[src/rtl/rpb_pkg.sv]
// Shared types and constants for the RGB pixel blend unit.
`default_nettype none

package rpb_pkg;

    // Mode codes carried by each item.
    typedef enum logic [2:0] {
        MODE_MULTIPLY = 3'd0,
        MODE_SUBTRACT = 3'd1,
        MODE_SCREEN   = 3'd2,
        MODE_OVERLAY  = 3'd3,
        MODE_ADD      = 3'd4,
        MODE_SCALE    = 3'd5
    } t_mode;

    // Configuration register indexes.
    typedef enum logic [1:0] {
        REG_OPERAND_RED   = 2'd0,
        REG_OPERAND_GREEN = 2'd1,
        REG_OPERAND_BLUE  = 2'd2
    } t_reg_index;

    // How the last stage forms a channel from the pipeline values.
    typedef enum logic [1:0] {
        KIND_DIV    = 2'd0,  // quotient of the product by 255
        KIND_INV    = 2'd1,  // 255 minus that quotient
        KIND_CLAMP  = 2'd2,  // product saturated at 255
        KIND_DIRECT = 2'd3   // value settled in the first stage
    } t_kind;

    localparam int unsigned CH_W      = 8;
    localparam int unsigned PROD_W    = 2 * CH_W;
    localparam int unsigned OPND_W    = 9;
    localparam int unsigned RECIP_W   = 17;
    localparam int unsigned RECIP_SH  = 24;
    localparam int unsigned LATENCY   = 4;

    // ceil(2^24 / 255): exact floor division by 255 for any 16-bit product.
    localparam logic [RECIP_W-1:0] RECIP_255 = 17'd65794;
    localparam logic [CH_W-1:0]    CH_MAX    = 8'd255;

    // Per-channel operands handed from the decode stage to the arithmetic stages.
    typedef struct packed {
        logic [CH_W-1:0] x;
        logic [CH_W-1:0] y;
        logic            gain;
        t_kind           kind;
        logic [CH_W-1:0] direct;
    } t_prep;

endpackage

`default_nettype wire

[src/rtl/rpb_prep.sv]
// Mode decode for one channel: picks multiplier operands or a direct result.
`default_nettype none

module rpb_prep (
    input  wire logic [2:0]                 i_mode,
    input  wire logic [rpb_pkg::CH_W-1:0]   i_base,
    input  wire logic [rpb_pkg::CH_W-1:0]   i_blend,
    input  wire logic [rpb_pkg::OPND_W-1:0] i_operand,
    output rpb_pkg::t_prep                  o_prep
);

    logic signed [rpb_pkg::OPND_W:0] n_sum;
    logic [rpb_pkg::CH_W-1:0]        n_add_res;
    logic [rpb_pkg::CH_W-1:0]        n_sub_res;

    // Offset mode: the sum spans -256..510, so ten signed bits hold it.
    assign n_sum = $signed({2'b00, i_base}) + $signed({i_operand[rpb_pkg::OPND_W-1], i_operand});

    always_comb begin
        if (n_sum[rpb_pkg::OPND_W]) begin
            n_add_res = '0;
        end else if (n_sum[rpb_pkg::OPND_W-1]) begin
            n_add_res = rpb_pkg::CH_MAX;
        end else begin
            n_add_res = n_sum[rpb_pkg::CH_W-1:0];
        end
    end

    assign n_sub_res = (i_base > i_blend) ? (i_base - i_blend) : '0;

    // Operand selection. 255-v is the bitwise complement of an 8-bit value.
    always_comb begin
        o_prep.x      = i_base;
        o_prep.y      = i_blend;
        o_prep.gain   = 1'b0;
        o_prep.kind   = rpb_pkg::KIND_DIRECT;
        o_prep.direct = i_base;
        unique case (rpb_pkg::t_mode'(i_mode))
            rpb_pkg::MODE_MULTIPLY: begin
                o_prep.kind = rpb_pkg::KIND_DIV;
            end
            rpb_pkg::MODE_SUBTRACT: begin
                o_prep.direct = n_sub_res;
            end
            rpb_pkg::MODE_SCREEN: begin
                o_prep.x    = ~i_base;
                o_prep.y    = ~i_blend;
                o_prep.kind = rpb_pkg::KIND_INV;
            end
            rpb_pkg::MODE_OVERLAY: begin
                o_prep.gain = 1'b1;
                if (i_blend[rpb_pkg::CH_W-1]) begin
                    o_prep.x    = ~i_base;
                    o_prep.y    = ~i_blend;
                    o_prep.kind = rpb_pkg::KIND_INV;
                end else begin
                    o_prep.kind = rpb_pkg::KIND_DIV;
                end
            end
            rpb_pkg::MODE_ADD: begin
                o_prep.direct = n_add_res;
            end
            rpb_pkg::MODE_SCALE: begin
                // A negative factor always clamps to zero.
                if (i_operand[rpb_pkg::OPND_W-1]) begin
                    o_prep.direct = '0;
                end else begin
                    o_prep.y    = i_operand[rpb_pkg::CH_W-1:0];
                    o_prep.kind = rpb_pkg::KIND_CLAMP;
                end
            end
            default: begin
                // Unused codes pass the base channel through.
                o_prep.direct = i_base;
            end
        endcase
    end

endmodule

`default_nettype wire

[src/rtl/rpb_arith.sv]
// Three arithmetic stages for one channel: multiply, divide by 255, final select.
`default_nettype none

module rpb_arith (
    input  wire logic                     i_clk,
    input  rpb_pkg::t_prep                i_prep,
    output logic [rpb_pkg::CH_W-1:0]      o_res
);

    rpb_pkg::t_prep                        r_b_prep;
    logic [rpb_pkg::PROD_W-1:0]            r_c_p;
    rpb_pkg::t_kind                        r_c_kind;
    logic [rpb_pkg::CH_W-1:0]              r_c_direct;
    logic [rpb_pkg::CH_W-1:0]              r_d_q;
    logic                                  r_d_sat;
    logic [rpb_pkg::CH_W-1:0]              r_d_plow;
    rpb_pkg::t_kind                        r_d_kind;
    logic [rpb_pkg::CH_W-1:0]              r_d_direct;

    logic [rpb_pkg::PROD_W-1:0]                   n_mul;
    logic [rpb_pkg::PROD_W-1:0]                   n_p;
    logic [rpb_pkg::PROD_W+rpb_pkg::RECIP_W-1:0]  n_prod;

    // Stage B: 8x8 product, doubled in overlay mode. The doubled product
    // only occurs with y at most 127, so it stays within 16 bits.
    assign n_mul = {{rpb_pkg::CH_W{1'b0}}, r_b_prep.x}
                 * {{rpb_pkg::CH_W{1'b0}}, r_b_prep.y};
    assign n_p   = r_b_prep.gain ? {n_mul[rpb_pkg::PROD_W-2:0], 1'b0} : n_mul;

    // Stage C: divide by 255 through the reciprocal multiply.
    assign n_prod = {{rpb_pkg::RECIP_W{1'b0}}, r_c_p}
                  * {{rpb_pkg::PROD_W{1'b0}}, rpb_pkg::RECIP_255};

    // Pipeline registers; the stream never stalls, so they load every cycle.
    always_ff @(posedge i_clk) begin
        r_b_prep   <= i_prep;
        r_c_p      <= n_p;
        r_c_kind   <= r_b_prep.kind;
        r_c_direct <= r_b_prep.direct;
        r_d_q      <= n_prod[rpb_pkg::RECIP_SH +: rpb_pkg::CH_W];
        r_d_sat    <= |r_c_p[rpb_pkg::PROD_W-1:rpb_pkg::CH_W];
        r_d_plow   <= r_c_p[rpb_pkg::CH_W-1:0];
        r_d_kind   <= r_c_kind;
        r_d_direct <= r_c_direct;
    end

    // Stage D: form the channel result.
    always_comb begin
        case (r_d_kind)
            rpb_pkg::KIND_DIV:   o_res = r_d_q;
            rpb_pkg::KIND_INV:   o_res = rpb_pkg::CH_MAX - r_d_q;
            rpb_pkg::KIND_CLAMP: o_res = r_d_sat ? rpb_pkg::CH_MAX : r_d_plow;
            default:             o_res = r_d_direct;
        endcase
    end

endmodule

`default_nettype wire

[src/rtl/rgb_pixel_blend_unit.sv]
// Top level of the RGB pixel blend unit: ports, operand registers, valid pipeline.
//
//  Channel   | Handshake                    | Payload
//  ----------+------------------------------+-------------------------------------
//  item in   | i_start / o_busy             | i_mode, i_base_*, i_blend_*
//  result    | o_valid (one-cycle strobe)   | o_out_red, o_out_green, o_out_blue
//  config    | i_cfg_valid / o_cfg_ready    | i_cfg_index, i_cfg_data
//
// One item is taken in every cycle; o_busy stays low.
// Each result passes, after its transfer, through the decode register, the multiply,
// the divide by 255 through a reciprocal multiply, then the output register.
// Reset (synchronous, active low) clears the valid pipeline and sets all three
// operand registers to zero. The receiver cannot stall, so no stage ever holds.
`default_nettype none

module rgb_pixel_blend_unit (
    input  wire logic                       i_clk,
    input  wire logic                       i_rst_n,
    input  wire logic                       i_start,
    output logic                            o_busy,
    input  wire logic [2:0]                 i_mode,
    input  wire logic [rpb_pkg::CH_W-1:0]   i_base_red,
    input  wire logic [rpb_pkg::CH_W-1:0]   i_base_green,
    input  wire logic [rpb_pkg::CH_W-1:0]   i_base_blue,
    input  wire logic [rpb_pkg::CH_W-1:0]   i_blend_red,
    input  wire logic [rpb_pkg::CH_W-1:0]   i_blend_green,
    input  wire logic [rpb_pkg::CH_W-1:0]   i_blend_blue,
    output logic                            o_valid,
    output logic [rpb_pkg::CH_W-1:0]        o_out_red,
    output logic [rpb_pkg::CH_W-1:0]        o_out_green,
    output logic [rpb_pkg::CH_W-1:0]        o_out_blue,
    input  wire logic                       i_cfg_valid,
    output logic                            o_cfg_ready,
    input  wire logic [1:0]                 i_cfg_index,
    input  wire logic [rpb_pkg::OPND_W-1:0] i_cfg_data
);

    logic [rpb_pkg::OPND_W-1:0] r_operand_red;
    logic [rpb_pkg::OPND_W-1:0] r_operand_green;
    logic [rpb_pkg::OPND_W-1:0] r_operand_blue;
    logic [rpb_pkg::LATENCY-1:0] r_vld;
    logic [rpb_pkg::CH_W-1:0]   r_out_red;
    logic [rpb_pkg::CH_W-1:0]   r_out_green;
    logic [rpb_pkg::CH_W-1:0]   r_out_blue;

    logic                       n_accept;
    rpb_pkg::t_prep             n_prep_red;
    rpb_pkg::t_prep             n_prep_green;
    rpb_pkg::t_prep             n_prep_blue;
    logic [rpb_pkg::CH_W-1:0]   n_res_red;
    logic [rpb_pkg::CH_W-1:0]   n_res_green;
    logic [rpb_pkg::CH_W-1:0]   n_res_blue;

    assign o_busy      = 1'b0;
    assign o_cfg_ready = 1'b1;
    assign n_accept    = i_start && !o_busy;

    // Operand register writes; an index past the list is dropped.
    always_ff @(posedge i_clk) begin
        if (!i_rst_n) begin
            r_operand_red   <= '0;
            r_operand_green <= '0;
            r_operand_blue  <= '0;
        end else if (i_cfg_valid && o_cfg_ready) begin
            unique case (rpb_pkg::t_reg_index'(i_cfg_index))
                rpb_pkg::REG_OPERAND_RED:   r_operand_red   <= i_cfg_data;
                rpb_pkg::REG_OPERAND_GREEN: r_operand_green <= i_cfg_data;
                rpb_pkg::REG_OPERAND_BLUE:  r_operand_blue  <= i_cfg_data;
                default: ;
            endcase
        end
    end

    // Per-channel decode.
    rpb_prep u_prep_red (
        .i_mode    (i_mode),
        .i_base    (i_base_red),
        .i_blend   (i_blend_red),
        .i_operand (r_operand_red),
        .o_prep    (n_prep_red)
    );

    rpb_prep u_prep_green (
        .i_mode    (i_mode),
        .i_base    (i_base_green),
        .i_blend   (i_blend_green),
        .i_operand (r_operand_green),
        .o_prep    (n_prep_green)
    );

    rpb_prep u_prep_blue (
        .i_mode    (i_mode),
        .i_base    (i_base_blue),
        .i_blend   (i_blend_blue),
        .i_operand (r_operand_blue),
        .o_prep    (n_prep_blue)
    );

    // Per-channel arithmetic pipelines.
    rpb_arith u_arith_red (
        .i_clk  (i_clk),
        .i_prep (n_prep_red),
        .o_res  (n_res_red)
    );

    rpb_arith u_arith_green (
        .i_clk  (i_clk),
        .i_prep (n_prep_green),
        .o_res  (n_res_green)
    );

    rpb_arith u_arith_blue (
        .i_clk  (i_clk),
        .i_prep (n_prep_blue),
        .o_res  (n_res_blue)
    );

    // Valid bits travel alongside the data, one per stage.
    always_ff @(posedge i_clk) begin
        if (!i_rst_n) begin
            r_vld <= '0;
        end else begin
            r_vld <= {r_vld[rpb_pkg::LATENCY-2:0], n_accept};
        end
    end

    // Output register.
    always_ff @(posedge i_clk) begin
        r_out_red   <= n_res_red;
        r_out_green <= n_res_green;
        r_out_blue  <= n_res_blue;
    end

    assign o_valid     = r_vld[rpb_pkg::LATENCY-1];
    assign o_out_red   = r_out_red;
    assign o_out_green = r_out_green;
    assign o_out_blue  = r_out_blue;

`ifndef SYNTHESIS
    // Every result strobe goes back to a transfer that has passed the whole valid pipeline.
    a_valid_from_start: assert property (@(posedge i_clk) disable iff (!i_rst_n)
        o_valid |-> $past(i_start, 4))
        else $error("result strobe without a matching input transfer");

    // Unused mode codes return the base pixel unchanged; red and blue are checked.
    a_passthrough: assert property (@(posedge i_clk) disable iff (!i_rst_n)
        (n_accept && (i_mode[2:1] == 2'b11)) |-> ##4
        (o_valid && (o_out_red == $past(i_base_red, 4))
                 && (o_out_blue == $past(i_base_blue, 4))))
        else $error("unused mode did not pass the base pixel through");

    // Multiplying by full white leaves the base channel as it was.
    a_multiply_white: assert property (@(posedge i_clk) disable iff (!i_rst_n)
        (n_accept && (i_mode == rpb_pkg::MODE_MULTIPLY) && (i_blend_green == rpb_pkg::CH_MAX))
        |-> ##4 (o_out_green == $past(i_base_green, 4)))
        else $error("multiply by 255 changed the base channel");
`endif

endmodule

`default_nettype wire
[config.mk]
export PLATFORM = sky130hd
export DESIGN_NAME = rgb_pixel_blend_unit
export DESIGN_NICKNAME = d
export VERILOG_FILES = /design/src/rtl/rpb_pkg.sv /design/src/rtl/rpb_prep.sv /design/src/rtl/rpb_arith.sv /design/src/rtl/rgb_pixel_blend_unit.sv
export SDC_FILE = /design/constraint.sdc
export NUM_CORES = 1
export LEC_CHECK = 0
export ABC_CLOCK_PERIOD_IN_PS = 4700
export BUFFER_PORTS_ARGS = -buffer_cell sky130_fd_sc_hd__buf_2
export CELL_PAD_IN_SITES_DETAIL_PLACEMENT = 2
export CELL_PAD_IN_SITES_GLOBAL_PLACEMENT = 2
export CORE_ASPECT_RATIO = 0.8
export CORE_MARGIN = 2
export CORE_UTILIZATION = 30
export DETAILED_ROUTE_END_ITERATION = 10
export GPL_ROUTABILITY_DRIVEN = 0
export MAX_ROUTING_LAYER = met4
export PLACE_DENSITY = 0.64
export RECOVER_POWER = 50
export SETUP_SLACK_MARGIN = 0.3
export SLEW_MARGIN = 20
export SYNTH_ARGS = -nofsm -noshare
export SYNTH_HDL_FRONTEND = slang
export SYNTH_SLANG_ARGS = --single-unit
[constraint.sdc]
create_clock -name i_clk -period 4.7 [get_ports i_clk]
set_input_delay 0.94 -clock i_clk [delete_from_list [all_inputs] [get_ports i_clk]]
set_output_delay 0.94 -clock i_clk [all_outputs]
set_load 0.02 [all_outputs]
-- Word-level counts from Yosys, hierarchy flattened
Index checks and enable logic that the tools add are counted.
- register bits: 293
- bits of input ports: 66
- word-level logic and storage cells: 141
- add/subtract/negate cells: 9
- multiply operators: 6
- $lt $le $gt $ge: 3
- eq/ne operators: 13
- mux-type cells: 46
- bitwise gates (word level): 6
- reduce and logical (&&, ||, !) cells: 11
- operators with widths (cell ; number):
    $pmux 8 s3 ; 9
    $mux 8 ; 18
    $mux 16 ; 6
    $mul 16x16->31 const B ; 3
    $mul 8x8->16 ; 3
    $not 8->8 ; 6
    $pmux 8 s2 ; 3
    $add 9x9->10 ; 3
    $gt 8x8->1 ; 3
    $pmux 2 s4 ; 3
    $reduce_or 8->1 ; 3
    $sub 8x8->8 ; 3
    $sub 8x8->8 const A ; 3
    $eq 2x1->1 const B ; 4
    $eq 2x2->1 const B ; 4
    $logic_not 2->1 ; 4
    $mux 1 ; 7
    $eq 3x2->1 const B ; 2
    $eq 3x3->1 const B ; 2
    $reduce_and 2->1 ; 3
    $eq 3x1->1 const B ; 1
    $logic_not 3->1 ; 1

-- Depth between registers and ports, before layout
- depth in word-level cells: 4
- gate-level depth with buffers: 17
- depth with buffers taken out: 17

-- Cells and area by module
A second synthesis with hierarchy kept.
- cells, all modules: 2198
- area, all modules: 21250.4 sq um
- by module, submodules not included (module ; instances ; cells each ; area an instance (sq um) ; seq. area each (sq um)):
    rpb_arith (u_arith_blue) ; 1 ; 518 ; 5377.7 ; 1601.5
    rpb_arith (u_arith_red) ; 1 ; 517 ; 5371.4 ; 1601.5
    rpb_arith (u_arith_green) ; 1 ; 511 ; 5330.1 ; 1601.5
    rpb_prep ; 3 ; 172 ; 1178.6 ; 0.0
    rgb_pixel_blend_unit ; 1 ; 136 ; 1635.3 ; 1101.1

-- Worst setup path before layout
No wires, ideal clock.
- kind: register to register
- from: register u_arith_red.r_b_prep[19] in the netlist's numbering
- to: register u_arith_red.r_c_p[13] in the netlist's numbering
- data arrival time: 4004 ps
- required time: 4579 ps
- slack: 576 ps
- stages on the path, launching flop included: 17
- path through: dfxtp_1 -> nand2_1 -> fa_1 -> fa_1 -> inv_1 -> fa_1 -> inv_1 -> fa_1 -> inv_1 -> ha_1 -> a21o_1 -> nand2_1 -> nand3_1 -> a21oi_1 -> o21ai_0 -> o311a_1 -> mux2_2
- cells in the longest elaborated chain, start to end: 2
- RTL lines (element ; RTL line ; text):
    start, declared ; rpb_arith.sv:10 ; rpb_pkg::t_prep r_b_prep;
    start signal, assigned ; rpb_arith.sv:36 ; r_b_prep <= i_prep;
    $mul 8x8->16 ; rpb_arith.sv:27 ; * {{rpb_pkg::CH_W{1'b0}}, r_b_prep.y};
    $mux 16 ; rpb_arith.sv:28 ; assign n_p = r_b_prep.gain ? {n_mul[rpb_pkg::PROD_W-2:0], 1'b0} : n_mul;
    net u_arith_red.n_p, one bit ; rpb_arith.sv:21 ; logic [rpb_pkg::PROD_W-1:0] n_p;
    end signal, assigned ; rpb_arith.sv:37 ; r_c_p <= n_p;
    end, declared ; rpb_arith.sv:11 ; logic [rpb_pkg::PROD_W-1:0] r_c_p;
The timed path passes the listed nets, and every way through them passes these cells.
A chain may end at the register's enable or synchronous reset.

-- Final worst setup path
- from: register u_arith_blue.r_b_prep[20] in the netlist's numbering
- to: register u_arith_blue.r_c_p[13] in the netlist's numbering
- cells in the longest elaborated chain, start to end: 2
- RTL lines (element ; RTL line):
    start, declared ; rpb_arith.sv:10
    start signal, assigned ; rpb_arith.sv:36
    $mul 8x8->16 ; rpb_arith.sv:27
    $mux 16 ; rpb_arith.sv:28
    net u_arith_blue.n_p, one bit ; rpb_arith.sv:21
    end signal, assigned ; rpb_arith.sv:37
    end, declared ; rpb_arith.sv:11
The timed path passes the listed nets, and every way through them passes these cells.

==> impl_metrics.json <==
{
  "postRouteAntennaNets": 0,
  "cp_num_cells": 14,
  "async_reset_ff_share_pct": 0,
  "grt_pass1_wl_um": 98480,
  "firstDrtPassIters": 5,
  "path_cells": "and2_1, fa_1, fa_1, inv_1, fa_1, fa_1, inv_1, ha_1, nor4_2, o21ai_0, o311a_1, a31o_2, xnor2_1, mux2i_1",
  "stdcell_count": 3074,
  "drt_iter0_markers": 624,
  "reg2reg_depth": 14,
  "grt_max_degree": 45,
  "wl_per_cell_um": 20.40,
  "cp_max_fo": 8,
  "multiInputGateArea_um2": 13780,
  "drt-vias-per-instance": 4.929,
  "antenna_found_initial": 6,
  "synth_ff_type": "dfxtp_1",
  "cp_top_family": "adder cells",
  "min_path_cells": 0,
  "h-tree-depth": 2,
  "top_layer": "met4",
  "synth_area_leader_cell": "dfxtp_1",
  "track_usage_pct": 18.76,
  "final_cell_mix": "337 x ha_1, 247 x dfxtp_1, 201 x inv_1",
  "cts_tree": "built",
  "num_rows": 85,
  "endpoint_kind": "flip-flop",
  "path_clk_slew_ns": 0.06,
  "root_buffer": "clkbuf_16",
  "violations": "capacitance limit, slew limit",
  "vias": 15150,
  "drv_slew": 99,
  "dp.cells": 2999,
  "die-width_um": 293.9,
  "clock_sinks": 287,
  "hold_end": "u_arith_blue.r_c_direct[7]",
  "cp-start-kind": "flip-flop",
  "pre_cts_ws_ns": 0.1459,
  "worst_ir_drop_vdd_mv": 0.1984,
  "grt_setup_unrepaired": "no",
  "worst_slack_ns": 0.4375,
  "dr_wl_met2_um": 26330,
  "p_per_area_nw_per_um2": 607.2,
  "ys_ff_latch": 287,
  "avgSynthCellArea_um2": 9.751,
  "final_common_cell": "ha_1",
  "ys_types": 62,
  "cts_buffers": 35,
  "clk_latency_ns": 0.56,
  "met3_length_um": 1848,
  "wl_um": 62710,
  "finalCoreUtilization_pct": 34.81,
  "crit-reg2reg-launch": "u_arith_blue.r_b_prep[20]",
  "crit_top_cell": "fa_1",
  "worst_pin_slew_ns": 2.079,
  "cp_num_buf_inv": 2,
  "hold_viol": 0,
  "fmax_mhz": 234.6,
  "dp_hpwl_um": 51330,
  "die_h_um": 236.0,
  "critPathRequiredTime_ns": 5.05,
  "final-setup-viol-count": 0,
  "syn_area_um2": 20180,
  "synthCells": 2069,
  "total_power_mw": 14.14,
  "min-delay-start": "u_arith_blue.r_b_prep[7]",
  "timing.rr.end": "u_arith_blue.r_c_p[13]",
  "status": "finished with violations",
  "timing.final.crit_period_ns": 4.263,
  "syn-num-nets": 2597,
  "crit_path_max_incr_delay_ns": 0.56,
  "grt_pass1_vias": 16760,
  "die-area_um2": 69360,
  "yosysWarnings": 0,
  "fin_worst_skew_ns": 0.02027,
  "min-delay-path-class": "reg2reg",
  "syn2layout_area_growth_pct": 15.42,
  "regArea_um2": 5836,
  "start_util_pct": 30.16,
  "nNetsFinal": 2703,
  "fin_tns_setup_ns": 0,
  "port_buffers": 90,
  "min_period_over_period_pct": 90.69,
  "drive_above_1_share_pct": 12.22,
  "wirelength_met1_um": 33490,
  "maxCapViolCount": 3,
  "fillCellCount": 7286,
  "grt-ovfl-total": 0,
  "yosys.area.top_type_share_pct": 28.48,
  "seq_area_frac_synth_pct": 28.48,
  "r2r_slack_ns": 0.44,
  "worstPathArrival_ns": 4.62,
  "synth_area_leaders": "dfxtp_1 28%, ha_1 22%, fa_1 11%, and2_1 5.0%, xnor2_1 4.2%",
  "synth_edf_count": 0,
  "drc": 0,
  "clockBufferDepth": 3,
  "slew_headroom_pct": -38.59,
  "critical_path_class": "reg2reg",
  "ios": 93,
  "power.leakage_nw": 11.02,
  "cp_slowest_cell": "fa_1",
  "fp.coreArea_um2": 66900
}
worst reg2reg max path, stage by stage, from the launching register on:
cell     delay [ns]
dfxtp_2        0.36
and2_1         0.18
fa_1           0.47
fa_1           0.56
inv_1          0.05
fa_1           0.46
fa_1           0.55
inv_1          0.04
ha_1           0.25
nor4_2         0.28
o21ai_0        0.12
o311a_1        0.16
a31o_2         0.27
xnor2_1        0.20
mux2i_1        0.11
kinds of logic after synthesis:
| logic type | synth area share (%) |
|---|---|
| xor+xnor | 5.296 |
| mux | 3.107 |
| simple gates | 13.64 |
| compound gates | 12.05 |
| flops | 28.48 |
| other cells | 0.03722 |
| fa+ha+maj | 32.89 |
| buf+inv | 4.496 |
flip-flops by register name, summed over array words and instances, names as in the netlist, 9 cells and up:
register / cells
u_arith_blue.r_b_prep: 27
u_arith_green.r_b_prep: 25
u_arith_red.r_b_prep: 25
u_arith_blue.r_c_p: 16
u_arith_green.r_c_p: 16
u_arith_red.r_c_p: 16
r_operand_blue: 9
r_operand_green: 9
r_operand_red: 9
layer usage:
metal  vias up  track usage, %
li1       7348               -
met2       197           27.28
met1      7536           27.81
met3        70           2.054
met5         -               -
met4         0           3.850
cell type report:
cell class	count	share of cell area (%)
flip-flops and latches	287	25.06
multi-input cells	1544	59.16
clock inverters	22	1.445
well taps	870	4.675
repair buffers	106	2.348
diodes	2	0.02149
inverters	201	3.240
clock buffers	42	4.046
worst max path at each step:
stage	start	end	slack, ns
4_1_cts	u_arith_green.r_b_prep[15]	u_arith_green.r_c_p[15]	0.29
2_1_floorplan	u_arith_red.r_b_prep[19]	u_arith_red.r_c_p[13]	0.58
3_5_place_dp	u_arith_red.r_b_prep[19]	u_arith_red.r_c_p[14]	0.15
3_3_place_gp	u_arith_red.r_b_prep[19]	u_arith_red.r_c_p[13]	0.28
5_1_grt	u_arith_blue.r_b_prep[20]	u_arith_blue.r_c_p[13]	0.26
6_report	u_arith_blue.r_b_prep[20]	u_arith_blue.r_c_p[13]	0.44
power breakdown:
part / switching (mW) / internal, mW / leakage [nW]
clock network: 1.18 / 1.75 / 0.602
registers: 0.591 / 3.04 / 2.41
logic: 4.14 / 3.43 / 8.01
total: 5.91 / 8.23 / 11.0
Yosys cell counts (11+ instances only):
cell type / count
a21o_1: 33
a21oi_1: 64
a221o_1: 28
and2_1: 160
clkbuf_1: 25
dfxtp_1: 287
fa_1: 114
ha_1: 348
inv_1: 200
mux2_2: 21
mux2i_1: 39
nand2_1: 132
nand2b_1: 11
nand3_1: 11
nand4_1: 14
nor2_1: 95
nor2b_1: 49
nor3_1: 20
nor4_1: 12
o211ai_1: 13
o21a_1: 19
o21ai_0: 99
o21ai_1: 13
o221ai_1: 16
xnor2_1: 96
xor2_1: 26
stage by stage:
step | hold WS [ns] | area, um2
floorplan | 0.3096 | 20180
global route | 0.3316 | 23280
detailed placement | 0.3146 | 21620
finish | 0.3261 | 23290
CTS | 0.3282 | 22980
global placement | 0.3128 | 21620
timing repair:
item / CTS / global route
hold buffers: 0 / 0
setup endpoints to repair: 11 / 18
gates resized for setup: 41 / 64
buffers inserted: 1 / 8
pin swaps: 4 / 23
(Power assumes the default switching activity.)
